===== config.mk =====
export PLATFORM = sky130hd
export DESIGN_NAME = nfa_align
export DESIGN_NICKNAME = d
export VERILOG_FILES = /design/src/design/nfa_pkg.sv /design/src/design/nfa_align.sv
export SDC_FILE = /design/constraint.sdc
export NUM_CORES = 1
export LEC_CHECK = 0
export BUFFER_PORTS_ARGS = -buffer_cell sky130_fd_sc_hd__buf_2
export CORE_AREA = 4 4 41 43
export DETAILED_ROUTE_END_ITERATION = 8
export DIE_AREA = 0 0 45 47
export PLACE_DENSITY_LB_ADDON = 0.05
export SLEW_MARGIN = 20
export SYNTH_ARGS = -nofsm -noshare
export SYNTH_HDL_FRONTEND = slang
export SYNTH_SLANG_ARGS = --single-unit

===== constraint.sdc =====
create_clock -name i_clk -period 1.2 [get_ports i_clk]
set_clock_uncertainty 0.2 [all_clocks]
set_input_delay 0.24 -clock i_clk [delete_from_list [all_inputs] [get_ports i_clk]]
set_output_delay 0.24 -clock i_clk [all_outputs]
set_load 0.005 [all_outputs]

===== src/design/nfa_pkg.sv =====
// Shared types and constants for the emulated NOR flash array.
// Used by every module of the block except nfa_ram; depends on nothing.
package nfa_pkg;

    // Default geometry
    localparam int DEF_ARRAY_BYTES  = 65536;
    localparam int DEF_SECTOR_BYTES = 4096;

    // Field widths
    localparam int OP_W   = 2;
    localparam int ADDR_W = 32;
    localparam int LEN_W  = 17;
    localparam int IDX_W  = 16;
    localparam int DATA_W = 8;

    localparam logic [DATA_W-1:0] ERASED_BYTE = 8'hFF;

    // Operation codes
    localparam logic [OP_W-1:0] OP_READ   = 2'd0;
    localparam logic [OP_W-1:0] OP_PROG   = 2'd1;
    localparam logic [OP_W-1:0] OP_ERASE  = 2'd2;
    localparam logic [OP_W-1:0] OP_UNUSED = 2'd3;

    typedef enum logic [3:0] {
        S_CLEAR = 4'b0001,
        S_RUN   = 4'b0010,
        S_ALIGN = 4'b0100,
        S_ERASE = 4'b1000
    } t_state;

    // Response of the sector alignment unit
    typedef struct packed {
        logic done;
        logic aligned;
    } t_align_rsp;

endpackage


===== src/design/nfa_align.sv =====
// Sector alignment check: tests whether an in-range address is a multiple of
// the sector size by reciprocal multiplication. Uses nfa_pkg.
module nfa_align #(
    parameter int ARRAY_BYTES  = nfa_pkg::DEF_ARRAY_BYTES,
    parameter int SECTOR_BYTES = nfa_pkg::DEF_SECTOR_BYTES
) (
    input  logic                           i_clk,
    input  logic                           i_rst_n,
    input  logic                           i_go,
    input  logic [$clog2(ARRAY_BYTES)-1:0] i_start,
    output nfa_pkg::t_align_rsp            o_rsp
);

    localparam int AW = $clog2(ARRAY_BYTES);
    localparam int SW = $clog2(SECTOR_BYTES);
    localparam int K  = AW + SW;
    localparam int MW = 2 * AW + 1;
    localparam int PW = AW + SW + 1;
    // ceil(2^K / SECTOR_BYTES) gives an exact floor quotient for AW-bit inputs
    localparam longint unsigned RECIP =
        ((64'd1 << K) + 64'(SECTOR_BYTES) - 64'd1) / 64'(SECTOR_BYTES);
    localparam logic [AW:0] RECIP_C = RECIP[AW:0];

    logic [MW-1:0] w_prod;
    logic [AW-1:0] n_quot, r_quot;
    logic [PW-1:0] w_back;
    logic          n_busy, r_busy;
    logic          n_done, r_done;
    logic          n_aligned, r_aligned;

    always_comb begin
        w_prod    = MW'(i_start) * MW'(RECIP_C);
        n_quot    = AW'(w_prod >> K);
        w_back    = PW'(r_quot) * PW'(SECTOR_BYTES);
        n_busy    = i_go;
        n_done    = r_busy;
        n_aligned = (w_back == PW'(i_start));
    end

    always_ff @(posedge i_clk) begin
        if (!i_rst_n) begin
            r_busy <= 1'b0;
            r_done <= 1'b0;
        end else begin
            r_busy <= n_busy;
            r_done <= n_done;
        end
    end

    always_ff @(posedge i_clk) begin
        r_quot    <= n_quot;
        r_aligned <= n_aligned;
    end

    assign o_rsp.done    = r_done;
    assign o_rsp.aligned = r_aligned;

endmodule


==> results of run 1 <==
-- through the flow --
| step | utilization | setup slack, ps | instance area, µm² | total power, mW | hold slack, ps |
|---|---|---|---|---|---|
| after floorplan | - | 193.4 | 259.0 | 0.2689 | 67.72 |
| after detailed placement | 0.2788 | 14.28 | 362.8 | 0.3051 | 171.5 |
| after CTS | 0.3452 | 80.57 | 449.2 | 0.5412 | 55.62 |
| after global placement | 0.2788 | 32.83 | 362.8 | 0.3041 | 167.8 |
| final | 0.3452 | 99.77 | 449.2 | 0.5253 | 59.18 |
| after global routing | 0.3452 | 48.67 | 449.2 | 0.5603 | 66.72 |
-- sequential cells by signal (all words and copies together) (netlist names) --
signal and count:
r_done 1, r_quot 4, r_aligned 1, n_done 1
-- worst paths after layout --
path | start | end | depth (start not counted)
worst max-delay path | r_aligned | o_rsp[0] | 1
worst min-delay path | i_start[2] | r_aligned | 4
worst max register to register | r_quot[1] | r_aligned | 3
worst min register to register | n_done | r_done | 1
-- layout by cell type, fill, tap and decap left out, drive strengths merged --
| cell | n |
|---|---|
| xor2 | 3 |
| clkbuf | 4 |
| dfxtp | 7 |
| xnor2 | 1 |
| buf | 20 |
| nand4 | 1 |
| nor4 | 4 |
| dlygate4sd3 | 6 |
| and2 | 2 |
-- final cells by class --
class	instances	area, µm²	area share
Sequential cell	7	140.1	0.3120
Timing Repair Buffer	26	160.2	0.3565
Tap cell	15	18.77	0.04178
Clock buffer	4	26.28	0.05850
Multi-Input combinational cell	11	103.9	0.2312
-- per-layer routing --
metal  track usage  up-vias  wire length (µm)
li1              -      123                 -
met2       0.09322       20               233
met4        0.1053        0                14
met5             0        -                 0
met1       0.05263       97               215
met3       0.04981        2               129
-- power by group through the flow --
stage,clock (mW),sequential (mW),combinational [mW]
2_1_floorplan,0,0.251,0.0180
3_3_place_gp,0,0.251,0.0531
3_5_place_dp,0,0.251,0.0539
4_1_cts,0.226,0.246,0.0687
5_1_grt,0.238,0.247,0.0751
6_report,0.211,0.246,0.0676
-- kinds of logic after synthesis --
| group | share of synthesized area |
|---|---|
| buffers and inverters | 0.05795 |
| flip-flops | 0.5410 |
| AND/OR/NAND/NOR | 0.2657 |
| XOR/XNOR | 0.1353 |
-- worst register-to-register path: stages, from the launching register on --
cell and delay, ps:
sky130_fd_sc_hd__dfxtp_1 300, sky130_fd_sc_hd__xnor2_1 150, sky130_fd_sc_hd__nand4_1 120, sky130_fd_sc_hd__nor4_2 130
==> out/metrics.json, run 1 <==
{
  "worst_setup_path": {
    "crit_fanout": 1,
    "timing.critical_path.cells": "buf_2",
    "cp_data_required_time_ps": 760,
    "crit_path_end_kind": "output port",
    "critical-path-slowest-cell": "sky130_fd_sc_hd__dfxtp_1",
    "critPathTopFamily": "flip-flops",
    "timing.critical_path.buf_inv": 1,
    "cp_slowest_stage_delay_ps": 290,
    "crit_type": "register to output port",
    "start_kind": "register",
    "worst-r2r-setup-slack_ps": 220,
    "critical_path_arrival_ps": 660
  },
  "synth": {
    "cell_accounting_for_the_most_synthesized_area": "sky130_fd_sc_hd__dfxtp_1",
    "synth.ff_latch_count": 7,
    "synth_area_per_cell_um2": 12.95,
    "synth.most_common_cell": "sky130_fd_sc_hd__dfxtp_1",
    "synth_cell_types": 7,
    "synth.yosys.warnings": 0,
    "ys_dominant_reg_cell": "sky130_fd_sc_hd__dfxtp_1",
    "netlist_top_cells_area": "sky130_fd_sc_hd__dfxtp_1 (54%), sky130_fd_sc_hd__nor4_2 (19%), sky130_fd_sc_hd__xor2_1 (10%)",
    "netlist_top_cells_count": "sky130_fd_sc_hd__dfxtp_1 (7), sky130_fd_sc_hd__nor4_2 (4), sky130_fd_sc_hd__xor2_1 (3)",
    "ys_async_sr_fraction": 0,
    "synth_top_cell_area_share": 0.5411,
    "synth_edf_count": 0,
    "yosysSeqAreaShare": 0.5411,
    "post_synth_instance_area_um2": 259.0,
    "postSynthCellCount": 20,
    "syn-num-nets": 39
  },
  "layout": {
    "area_delta_synth_final_pct": 73.43,
    "post_layout_nonfiller_instances": 63,
    "finalNetCount": 68,
    "post_route_cells_drive_above_1_share": 0.5625,
    "fillCellCount": 144,
    "n_antenna_cell": 0
  },
  "sta": {
    "drv_slew": 0,
    "period_minus_slack_ps": 1100,
    "hold_violations": 0,
    "period_share": 0.9169,
    "worst-slew-pin-transition_ps": 211.5,
    "clock.fmax_mhz": 908.9,
    "setup-violations-final": 0,
    "grt_setup_unrepaired": "false",
    "finalSetupTns_ps": 0,
    "timing.slew.headroom": 0.8578
  },
  "global_routing": {
    "first_pass_grt_wire_length_um": 917,
    "vias_in_the_first_global_route": 253,
    "number_of_antenna_violations_at_the_first_check_in_global_routing": 0,
    "gr_overflow_total": 0,
    "gr-usage-all-layers": 0.06888,
    "pin_count_of_the_biggest_net_entering_global_routing": 5
  },
  "pwr": {
    "power_report.internal_total_uw": 414.4,
    "pwr-share-comb": 0.129,
    "worst_ir_drop_vdd_uv": 457.5,
    "seq_power_share": 0.469,
    "power.switching_uw": 110.9,
    "pwr_density_cell_nw_per_um2": 1169,
    "share_clk_of_total_power": 0.402,
    "netSwitchingFraction": 0.2111,
    "leakage_nw": 0.2039
  },
  "drt": {
    "vias_per_cell": 3.841,
    "initialDrtViolationCount": 0,
    "mean_routed_wirelength_per_cell_um": 9.397,
    "firstDrtPassIters": 1,
    "detail_route_antenna_nets": 0,
    "residual_drc_count": 0,
    "dr_total_vias": 242,
    "detailed_route_wl_um": 592
  },
  "clocking": {
    "post_cts_resize_count": 0,
    "root_buffer": "sky130_fd_sc_hd__clkbuf_4",
    "cts-buffers-inserted": 3,
    "cts_post_setup_buffers_inserted": 0,
    "clock_sinks": 7,
    "htreeDepth": 1,
    "clockBufferDepth": 2,
    "worst_setup_hold_path_clk_slew_ps": 50,
    "clk-insertion-delay-late_ps": 250,
    "holdBufCountCts": 6,
    "cts_tree": "done"
  },
  "floorplan": {
    "initial_core_util": 0.1990,
    "dieArea_um2": 2115,
    "placementRows": 13,
    "io_pins": 21,
    "coreArea_um2": 1301,
    "die-width_um": 45,
    "y_dimension_of_the_die_um": 47
  },
  "placed_design": {
    "place_inst": 53,
    "place.port_buffers": 20,
    "dp.final_hpwl_um": 456,
    "globalplace.congestion": 0.7233
  },
  "outcome": {
    "run_status": "completed"
  },
  "hold_path": {
    "hold_path_class": "input pin to register"
  },
  "flow_run": {
    "drv_cap": 0
  }
}
(Power assumes the default switching activity.)
==> run 2: changes to the inputs <==
==> constraint.sdc (replaced) <==
create_clock -name i_clk -period 1.3 [get_ports i_clk]
set_clock_uncertainty 0.2 [all_clocks]
set_input_delay 0.26 -clock i_clk [delete_from_list [all_inputs] [get_ports i_clk]]
set_output_delay 0.26 -clock i_clk [all_outputs]
set_load 0.005 [all_outputs]
==> run 2 against run 1 <==
  * Routed wire length is 2.9% lower
  * Die area stayed put
  * Worst hold slack worse by 43 ps
  * Register-to-register slack better by 100 ps
  * Highest routed layer unchanged
  * Largest power group unchanged
  * Power is 8.6% lower
  * Critical endpoint unchanged
  * Critical path depth stayed put
  * Non-clock buffer count is 2 lower
==> out/metrics.json, run 2 (synthesized netlist as in run 1, its figures left out) <==
{
  "sta": {
    "grt_setup_unrepaired": "false",
    "post-route-worst-setup-slack_ps": 179.8,
    "worst-slew-pin-transition_ps": 211.5,
    "setup-violations-final": 0,
    "timing.slew.headroom": 0.8578,
    "period_minus_slack_ps": 1120,
    "finalSetupTns_ps": 0,
    "hold_violations": 0,
    "drv_slew": 0,
    "clock.fmax_mhz": 892.7,
    "period_share": 0.8617
  },
  "hold_path": {
    "hold_path_class": "input pin to register",
    "min-delay-start": "i_go"
  },
  "placed_design": {
    "dp.final_hpwl_um": 456,
    "post_dp_cell_area_um2": 362.8,
    "place.port_buffers": 20,
    "globalplace.congestion": 0.7234,
    "place_inst": 53,
    "post_placement_setup_slack_ps": 94.28
  },
  "floorplan": {
    "dieArea_um2": 2115,
    "die-width_um": 45,
    "coreArea_um2": 1301,
    "y_dimension_of_the_die_um": 47,
    "placementRows": 13,
    "io_pins": 21,
    "initial_core_util": 0.1990
  },
  "clocking": {
    "cts_post_setup_buffers_inserted": 0,
    "clk-insertion-delay-late_ps": 250,
    "clockBufferDepth": 2,
    "htreeDepth": 1,
    "cts-buffers-inserted": 3,
    "worst_setup_hold_path_clk_slew_ps": 50,
    "holdBufCountCts": 4,
    "clock_sinks": 7,
    "post_cts_resize_count": 0,
    "root_buffer": "sky130_fd_sc_hd__clkbuf_4",
    "cts_tree": "done"
  },
  "worst_setup_path": {
    "timing.critical_path.cells": "buf_2",
    "critical_path_arrival_ps": 660,
    "timing.critical_path.from": "r_aligned",
    "r2r-start": "r_quot[1]",
    "cp_data_required_time_ps": 840,
    "critPathTopFamily": "flip-flops",
    "critical-path-slowest-cell": "sky130_fd_sc_hd__dfxtp_1",
    "crit_path_end_kind": "output port",
    "crit_fanout": 1,
    "cp_slowest_stage_delay_ps": 290,
    "timing.critical_path.buf_inv": 1,
    "crit_type": "register to output port",
    "start_kind": "register"
  },
  "pwr": {
    "worst_ir_drop_vdd_uv": 421.8,
    "pwr_density_cell_nw_per_um2": 1119,
    "leakage_nw": 0.1956
  },
  "layout": {
    "max_flop_register": "r_quot",
    "register_area_um2": 140.1,
    "post_route_cells_drive_above_1_share": 0.5870,
    "layout.cell_area.non_filler_um2": 429.2,
    "n_antenna_cell": 0,
    "final_core_utilization": 0.3298,
    "highest_count_cells_in_the_layout_ignoring_fill_and_taps": "sky130_fd_sc_hd__buf_2 (20), sky130_fd_sc_hd__dfxtp_1 (7), sky130_fd_sc_hd__nor4_2 (4), sky130_fd_sc_hd__dlygate4sd3_1 (4)",
    "largest_register_ff_count": 4,
    "fillCellCount": 146,
    "finalNetCount": 66,
    "multiInputGateArea_um2": 103.9,
    "area_delta_synth_final_pct": 65.70,
    "final_common_cell": "sky130_fd_sc_hd__buf_2",
    "post_layout_nonfiller_instances": 61
  },
  "global_routing": {
    "pin_count_of_the_biggest_net_entering_global_routing": 5,
    "gr-usage-all-layers": 0.06572,
    "number_of_antenna_violations_at_the_first_check_in_global_routing": 0,
    "first_pass_grt_wire_length_um": 862,
    "gr_overflow_total": 0,
    "vias_in_the_first_global_route": 239
  },
  "flow_run": {
    "drv_cap": 0
  },
  "drt": {
    "vias_per_cell": 3.869,
    "dr_total_vias": 236,
    "detailed_route_wl_um": 575,
    "firstDrtPassIters": 1,
    "initialDrtViolationCount": 0,
    "mean_routed_wirelength_per_cell_um": 9.426,
    "residual_drc_count": 0,
    "detail_route_antenna_nets": 0
  },
  "outcome": {
    "run_status": "completed"
  }
}
## run 2: where the power goes
| part | leakage [nW] | switching, mW | internal [mW] | total (mW) |
|---|---|---|---|---|
| Sequential | 0.0584 | 0.00292 | 0.224 | 0.227 |
| Combinational | 0.122 | 0.0207 | 0.0371 | 0.0578 |
| Clock | 0.0150 | 0.0780 | 0.117 | 0.195 |
## run 2: worst paths after layout
path	end	slack, ps	cells past startpoint
hold reg to reg	r_done	230	1
setup / recovery	o_rsp[0]	180	1
hold / removal	n_done	20	2
setup reg to reg	r_aligned	320	3
## run 2: cell type report
type | count | share of cell area
tap | 15 | 0.04373
clock buffer | 4 | 0.06122
timing repair buffer | 24 | 0.3265
sequential | 7 | 0.3265
multi-input combinational | 11 | 0.2420
## run 2: through the flow
| step | hold slack [ps] | power [mW] |
|---|---|---|
| 6_report | 15.79 | 0.4802 |
| 5_1_grt | 16.00 | 0.5121 |
| 4_1_cts | 3.124 | 0.4951 |
| 3_5_place_dp | 191.5 | 0.2816 |
| 3_3_place_gp | 187.8 | 0.2807 |
| 2_1_floorplan | 87.72 | 0.2482 |
## run 2: per-layer routing
layer	vias up	wire (µm)	GRT usage
li1	119	-	-
met1	95	207	0.04805
met2	20	223	0.08757
met3	2	131	0.04981
met4	0	14	0.1053
met5	-	0	0
